### config.mk
export PLATFORM = sky130hd
export DESIGN_NAME = lba_isqrt
export DESIGN_NICKNAME = d
export VERILOG_FILES = /design/src/hdl/lba_pkg.sv /design/src/hdl/lba_isqrt.sv
export SDC_FILE = /design/constraint.sdc
export NUM_CORES = 2
export LEC_CHECK = 0
export BUFFER_PORTS_ARGS = -buffer_cell sky130_fd_sc_hd__buf_2
export CAP_MARGIN = 25
export CORE_MARGIN = 5
export CORE_UTILIZATION = 57
export CTS_BUF_LIST = sky130_fd_sc_hd__clkbuf_8 sky130_fd_sc_hd__clkbuf_16
export CTS_CLUSTER_DIAMETER = 50
export DETAILED_ROUTE_END_ITERATION = 10
export PLACE_DENSITY = 0.8
export SETUP_SLACK_MARGIN = 0.1
export SLEW_MARGIN = 20
export SYNTH_ARGS = -nofsm -noshare
export SYNTH_HDL_FRONTEND = slang
export SYNTH_SLANG_ARGS = --single-unit
### constraint.sdc
create_clock -name clk -period 3.4 [get_ports clk]
set_clock_uncertainty 0.15 [all_clocks]
set_input_delay 0.68 -clock clk [delete_from_list [all_inputs] [get_ports clk]]
set_output_delay 0.68 -clock clk [all_outputs]
set_load 0.03 [all_outputs]
### src/hdl/lba_pkg.sv
// Shared constants, types and tables for the linkage bucket angle block.
// Used by every module under hdl/; has no dependencies of its own.
package lba_pkg;

	localparam int ANGLE_FRAC_BITS = 13;
	localparam int LENGTH_BITS     = 16;
	localparam int ANG_W           = 17;
	localparam int OUT_W           = 18;
	localparam int Q_SHIFT         = 30 - ANGLE_FRAC_BITS;

	localparam logic [31:0] PI_Q30      = 32'd3373259426;
	localparam logic [31:0] HALF_PI_Q30 = PI_Q30 >> 1;
	localparam logic [30:0] Q30_ONE     = 31'd1 << 30;
	localparam logic [32:0] PI_RND      = {1'b0, PI_Q30} + (33'd1 << (Q_SHIFT - 1));
	localparam logic signed [18:0] PI_ANG = signed'(19'(PI_RND >> Q_SHIFT));

	localparam logic signed [19:0] RES_MAX = 20'sd131071;
	localparam logic signed [19:0] RES_MIN = -20'sd131072;

	localparam int COS_TERMS  = 10;
	localparam int COS_LAT    = 3 * COS_TERMS + 3;
	localparam int SQRT_STEPS = 23;
	localparam int DIV_STEPS  = 30;
	localparam int ACOS_STEPS = 32;

	// Taylor divisors (2k-1)(2k) and floor(2^33 / divisor)
	localparam logic [8:0] COS_DIV [COS_TERMS] = '{
		9'd2, 9'd12, 9'd30, 9'd56, 9'd90, 9'd132, 9'd182, 9'd240, 9'd306, 9'd380
	};
	localparam logic [32:0] COS_RECIP [COS_TERMS] = '{
		33'd4294967296, 33'd715827882, 33'd286331153, 33'd153391689, 33'd95443717,
		33'd65075262, 33'd47197442, 33'd35791394, 33'd28071681, 33'd22605091
	};

	typedef logic [LENGTH_BITS-1:0] len_t;

	typedef enum logic [1:0] {
		REG_STICK   = 2'd0,
		REG_BUCKET  = 2'd1,
		REG_LINK    = 2'd2,
		REG_DOGBONE = 2'd3
	} reg_index_t;

	// advance enable and valid of the request entering a pipeline
	typedef struct packed {
		logic adv;
		logic vld;
	} pipe_ctl_t;

endpackage

### src/hdl/lba_isqrt.sv
// Pipelined floor square root, one result bit per cell.
// Depends on lba_pkg.
module lba_isqrt
	import lba_pkg::*;
#(
	parameter int SW = 1
) (
	input  logic                    clk,
	input  logic                    arst_n,
	input  pipe_ctl_t               ctl,
	input  logic [2*SQRT_STEPS-1:0] radicand,
	input  logic [SW-1:0]           side_in,
	output logic                    out_valid,
	output logic [SQRT_STEPS-1:0]   root,
	output logic [SW-1:0]           side_out
);

	localparam int VW = 2 * SQRT_STEPS + 1;

	logic [SQRT_STEPS:0]     s_vld;
	logic [SQRT_STEPS:0][VW-1:0] s_rem;
	logic [SQRT_STEPS:0][VW-1:0] s_res;
	logic [SQRT_STEPS:0][SW-1:0] s_side;

	assign s_vld[0]  = ctl.vld;
	assign s_rem[0]  = VW'(radicand);
	assign s_res[0]  = '0;
	assign s_side[0] = side_in;

	for (genvar i = 0; i < SQRT_STEPS; i++) begin : g_step
		localparam logic [VW-1:0] BIT = VW'(1) << (VW - 3 - 2 * i);
		logic [VW-1:0] trial;
		logic          take;
		logic          vld_q;
		logic [VW-1:0] rem_q, res_q;
		logic [SW-1:0] side_q;

		assign trial = s_res[i] + BIT;
		assign take  = s_rem[i] >= trial;

		always_ff @(posedge clk or negedge arst_n) begin
			if (!arst_n) begin
				vld_q <= 1'b0;
			end else if (ctl.adv) begin
				vld_q <= s_vld[i];
			end
		end

		always_ff @(posedge clk) begin
			if (ctl.adv) begin
				rem_q  <= take ? s_rem[i] - trial : s_rem[i];
				res_q  <= take ? (s_res[i] >> 1) + BIT : s_res[i] >> 1;
				side_q <= s_side[i];
			end
		end

		assign s_vld[i+1]  = vld_q;
		assign s_rem[i+1]  = rem_q;
		assign s_res[i+1]  = res_q;
		assign s_side[i+1] = side_q;
	end

	assign out_valid = s_vld[SQRT_STEPS];
	assign root      = SQRT_STEPS'(s_res[SQRT_STEPS]);
	assign side_out  = s_side[SQRT_STEPS];

endmodule

== Word level (Yosys, flattened, before mapping) ==
Index checks and enable logic that the tools add are counted.

* Bits in registers: 2137
* Input bits: 51
* Output and inout port bits: 25
* Word-level logic and storage cells: 247

* $add $sub $neg: 66
* $lt $le $gt $ge: 23
* Multiplexer cells: 45

{| class="wikitable"
|+ Operators with widths
! cell !! count
|-
| $ge 47x47->1 || 22
|-
| $mux 46 || 22
|-
| $mux 47 || 21
|-
| $sub 47x47->47 || 21
|-
| $add 46x11->47 const B || 1
|-
| $add 46x13->47 const B || 1
|-
| $add 46x15->47 const B || 1
|-
| $add 46x17->47 const B || 1
|-
| $add 46x19->47 const B || 1
|-
| $add 46x21->47 const B || 1
|-
| $add 46x23->47 const B || 1
|-
| $add 46x25->47 const B || 1
|-
| $add 46x27->47 const B || 1
|-
| $add 46x29->47 const B || 1
|-
| $add 46x3->47 const B || 1
|-
| $add 46x31->47 const B || 1
|-
| $add 46x33->47 const B || 1
|-
| $add 46x35->47 const B || 1
|-
| $add 46x37->47 const B || 1
|-
| $add 46x39->47 const B || 1
|-
| $add 46x41->47 const B || 1
|-
| $add 46x43->47 const B || 1
|-
| $add 46x5->47 const B || 1
|-
| $add 46x7->47 const B || 1
|-
| 28 further kinds || 28
|}

== Logic depth before layout (Yosys ltp) ==
* Depth in word-level cells: 3
* Gate-level depth with buffers: 13
* Mapped depth without buffers: 11

== Worst setup path before layout ==
OpenSTA, ideal clock, no wires.

* Path type: reg-to-reg
* Start: register g_step[19].rem_q[20]
* End: register g_step[20].rem_q[44], data pin
* Library setup time: 0.266 ns
* Arrival time: 2.845 ns
* Data required time: 2.984 ns
* Slack: 0.139 ns
* Cell stages (with the launch flop): 12
* Path buffers: 2
* Period minus slack after synthesis: 3.261 ns
* Cells stage by stage: edfxtp_1 > ha_1 > clkbuf_1 > nand4_1 > or3_1 > a2111o_1 > nand3_1 > o21ai_1 > or4_1 > buf_6 > nor4_4 > xor2_1

* Cells in the longest elaborated chain, start to end: 2
* Elaborated cells on any way between the ends: 3
* Classes of those cells: 1 x add/sub; 1 x order compare; 1 x mux

{| class="wikitable"
|+ Ends and longest elaborated chain
! item !! RTL line !! text
|-
| from (decl) || lba_isqrt.sv:35 || <nowiki>logic [VW-1:0] rem_q, res_q;</nowiki>
|-
| from (signal assigned) || lba_isqrt.sv:51 || <nowiki>rem_q <= take ? s_rem[i] - trial : s_rem[i];</nowiki>
|-
| $sub 47x47->47 / $ge 47x47->1 (equally long branches) || lba_isqrt.sv:51, lba_isqrt.sv:39 ||
|-
| $mux 47 (*) || lba_isqrt.sv:51 ||
|-
| to (signal assigned) || lba_isqrt.sv:51 ||
|-
| to (decl) || lba_isqrt.sv:35 ||
|}

Every way passes the cells marked *; elsewhere a longest branch is shown, timed or not.
A chain may end at the register's enable or synchronous reset.

== Worst setup path after layout ==
* Start: register g_step[18].rem_q[21]
* End: register g_step[19].rem_q[43], data pin

* Cells in the longest elaborated chain, start to end: 2
* Elaborated cells on any way between the ends: 3
* Classes of those cells: 1 x add/sub; 1 x order compare; 1 x mux

{| class="wikitable"
|+ Ends and longest elaborated chain
! item !! RTL line
|-
| from (decl) || lba_isqrt.sv:35
|-
| from (signal assigned) || lba_isqrt.sv:51
|-
| $sub 47x47->47 / $ge 47x47->1 (equally long branches) || lba_isqrt.sv:51, lba_isqrt.sv:39
|-
| $mux 47 (*) || lba_isqrt.sv:51
|}

Marked as above.

==> results_dict.tcl <==
set metrics [dict create \
    grt.total_usage 0.244 \
    hold_viol 0 \
    synth_commonest_cells "edfxtp_1, inv_1, nand2_1" \
    vdd_ir_drop_max_mv 0.586 \
    ys_warn_count 0 \
    endpoint_kind "flop" \
    ant_nets 0 \
    synthMuxAreaShare 0.0127 \
    setup_violations 0 \
    io_pins 76 \
    final_cells 7090 \
    ys_seq_area_frac 0.634 \
    leakagePower_uw 0.0284 \
    drc 0 \
    grt_pass1_vias 42300 \
    worstSetupEndpoint "g_step[19].rem_q[43]" \
    clock_latency_ns 0.78 \
    antenna_found_initial 0 \
    required_ns 3.74 \
    clkTransAtPathRegs_ns 0.06 \
    finalSetupTns_ns 0 \
    maxCapViolations 0 \
    status "finished, final reports clean" \
    core_area_um2 112000 \
    fin_crit_ns 3.37 \
    cp-startpoint "g_step[18].rem_q[21]" \
    die_area_um2 119000 \
    hold_ws_ns 0.0476 \
    rsz0062_at_grt "true" \
    path_max_fanout 6 \
    routedWlPerCell_um 21.2 \
    hpwlAfterDp_um 103000 \
    globalplace.congestion 0.925 \
    synth_area_um2 64100 \
    grt_max_degree 131 \
    cts-root-buf "clkbuf_16" \
    final_max_slew_viol_count 0 \
    netlist_instances 4990 \
    num_vias 42400 \
    synth_ff_type "edfxtp_1" \
    synth_compound_area_frac 0.0869 \
    num_rows 123 \
    finalCritPeriodShare 0.991 \
    finalWirelength_um 150000 \
    r2r_setup_slack_ns 0.03 \
    grt_pass1_wl_um 233000 \
    grt_remaining_overflow 0 \
    avgViaCountPerCell 5.97 \
    nFillCells 7609 \
    power.density_nw_per_um2 637 \
    syn_avg_cell_area_um2 12.8 \
    worstMarginPinSlew_ns 0.890 \
    start_kind "flop" \
    fin_area_um2 75400 \
    synth-xor-area-share 0.0625 \
    r2r_cells 15 \
    setup.worst_path.class "flop to flop" \
    dr.pass1.iters 6 \
    drive_gt1_frac 0.163 \
    post_dp_cell_area_um2 68200 \
    synth_top_family_by_area "simple AND/OR/NAND/NOR gates" \
    initial_core_util 0.572 \
    nets 5815 \
    clk_path_buf_depth 3 \
    synthMostInstantiatedCell "edfxtp_1" \
    cts.sinks 1356 \
    numPlacedInstances 6725 \
    synth_edf_count 1333 \
    netlist_top_cells_area "edfxtp_1, ha_1, xnor2_1" \
    synth_simple_gate_area_frac 0.118 \
    arrival_ns 3.71 \
    die_w_um 345 \
    yosys.area.top_type "edfxtp_1" \
    synth_top_area_frac 0.625 \
    fmax_mhz 297 \
    async_flop_share 0.0170 \
    port_buffers 75 \
    drt-initial-drc-count 3796 \
    synth-seq-cells 1356 \
    holdCritPathClass "primary input to flop" \
    regToRegEndpoint "g_step[19].rem_q[43]" \
    slew_headroom 0.401 \
    fp.dieH_um 345 \
    netlist-cell-type-count 94 \
    area_growth_pct 17.7 \
    synth_fa_ha_area_frac 0.0576 \
    cts_tree "done" \
    htreeDepth 4 \
    power.total_uw 48000 \
    cts_made_buffers 142 \
    syn_nets 5336 \
    timing.rr.start "g_step[18].rem_q[21]" \
]
==> per-layer routing <==
metal  global-route usage  vias up  wire [µm]
met5                    0        -          0
met4                0.107        0       7220
met3               0.0321      405       7610
met2                0.451     1633      79700
met1                0.285    20600      55700
li1                     -    19700          -
==> sequential cells by signal, indices dropped and copies added, names as in the netlist <==
signal	cells
side_out	1
g_step.side_q	22
g_step.res_q	276
g_step.rem_q	1034
g_step.vld_q	22
out_valid	1
==> worst max-delay path: stages, from the launching register on <==
cell and delay [ns]:
edfxtp_1 0.44, ha_4 0.32, buf_6 0.10, nand4_1 0.17, nor4_4 0.19, buf_4 0.15, nand4_1 0.13, nor4_2 0.18
buf_4 0.16, nor4bb_4 0.04, buf_4 0.14, buf_6 0.11, nor4b_4 0.30, buf_6 0.18, nand4_1 0.15, xnor2_1 0.17
==> timing repair <==
| action | 4_1_cts | 5_1_grt |
|---|---|---|
| endpoints found under the setup margin | 191 | 245 |
| cloned | 2 | 0 |
| hold buffers | 47 | 0 |
| hold endpoints to repair | 69 | 0 |
| setup buffers | 20 | 32 |
| gates resized for setup | 81 | 186 |
| pin swaps | 25 | 48 |
==> cells by family after synthesis <==
logic type | after synthesis
fa+ha+maj | 295
simple gates | 1446
mux | 73
other cells | 1
flops | 1356
buf+inv | 471
compound gates | 891
xor+xnor | 457
==> metrics by stage <==
step / worst slack, ns / util
2_1_floorplan: 0.139 / -
3_3_place_gp: -0.444 / 0.608
3_5_place_dp: -0.523 / 0.608
4_1_cts: 0.0669 / 0.662
5_1_grt: -0.0755 / 0.673
6_report: 0.0302 / 0.673
==> how the worst min path moves through the flow <==
stage                 startpoint             endpoint  slack, ns  depth (start not counted)
3_3_place_gp   g_step[18].side_q    g_step[19].side_q       0.25                          0
2_1_floorplan             arst_n      g_step[0].vld_q       0.23                          0
5_1_grt             radicand[45]  g_step[0].res_q[44]       0.05                          2
4_1_cts             radicand[45]  g_step[0].res_q[44]     0.0005                          2
6_report            radicand[45]  g_step[0].res_q[44]       0.05                          2
3_5_place_dp   g_step[13].side_q    g_step[14].side_q       0.26                          0
==> where the power goes <==
group,total (µW),leakage [µW],internal [µW],switching [µW]
Clock,15900,0.00243,9040,6850
Sequential,22600,0.0131,21000,1620
Combinational,9520,0.0129,4230,5290
Total,48000,0.0284,34200,13800
==> area by class of cell <==
type	count	area [µm²]	area share
Inverter	369	1390	0.0184
Clock inverter	118	1320	0.0175
Sequential cell	1356	40600	0.538
Timing Repair Buffer	437	3520	0.0466
Tap cell	1500	1880	0.0249
Antenna cell	3	7.51	0.0000995
Multi-Input combinational cell	3163	23100	0.307
Clock buffer	144	3590	0.0476
==> cell usage in the layout (no fill, tap or decap), drive strengths merged, types with 27 or more instances in the layout <==
| master | count |
|---|---|
| xnor2 | 239 |
| edfxtp | 1333 |
| xor2 | 218 |
| or3 | 54 |
| a21oi | 252 |
| dlygate4sd3 | 47 |
| nor2b | 36 |
| ha | 295 |
| nand4 | 79 |
| o21a | 55 |
| clkbuf | 144 |
| nor2 | 258 |
| buf | 390 |
| clkinv | 60 |
| nand2b | 48 |
| nand3 | 100 |
| and3 | 27 |
| inv | 400 |
| o21ai | 260 |
| mux2 | 64 |
| nand2 | 331 |
| a21o | 75 |
| nor3 | 156 |
| nor4 | 189 |
| or4 | 35 |
Note: power is estimated with default switching activity, not from simulation.
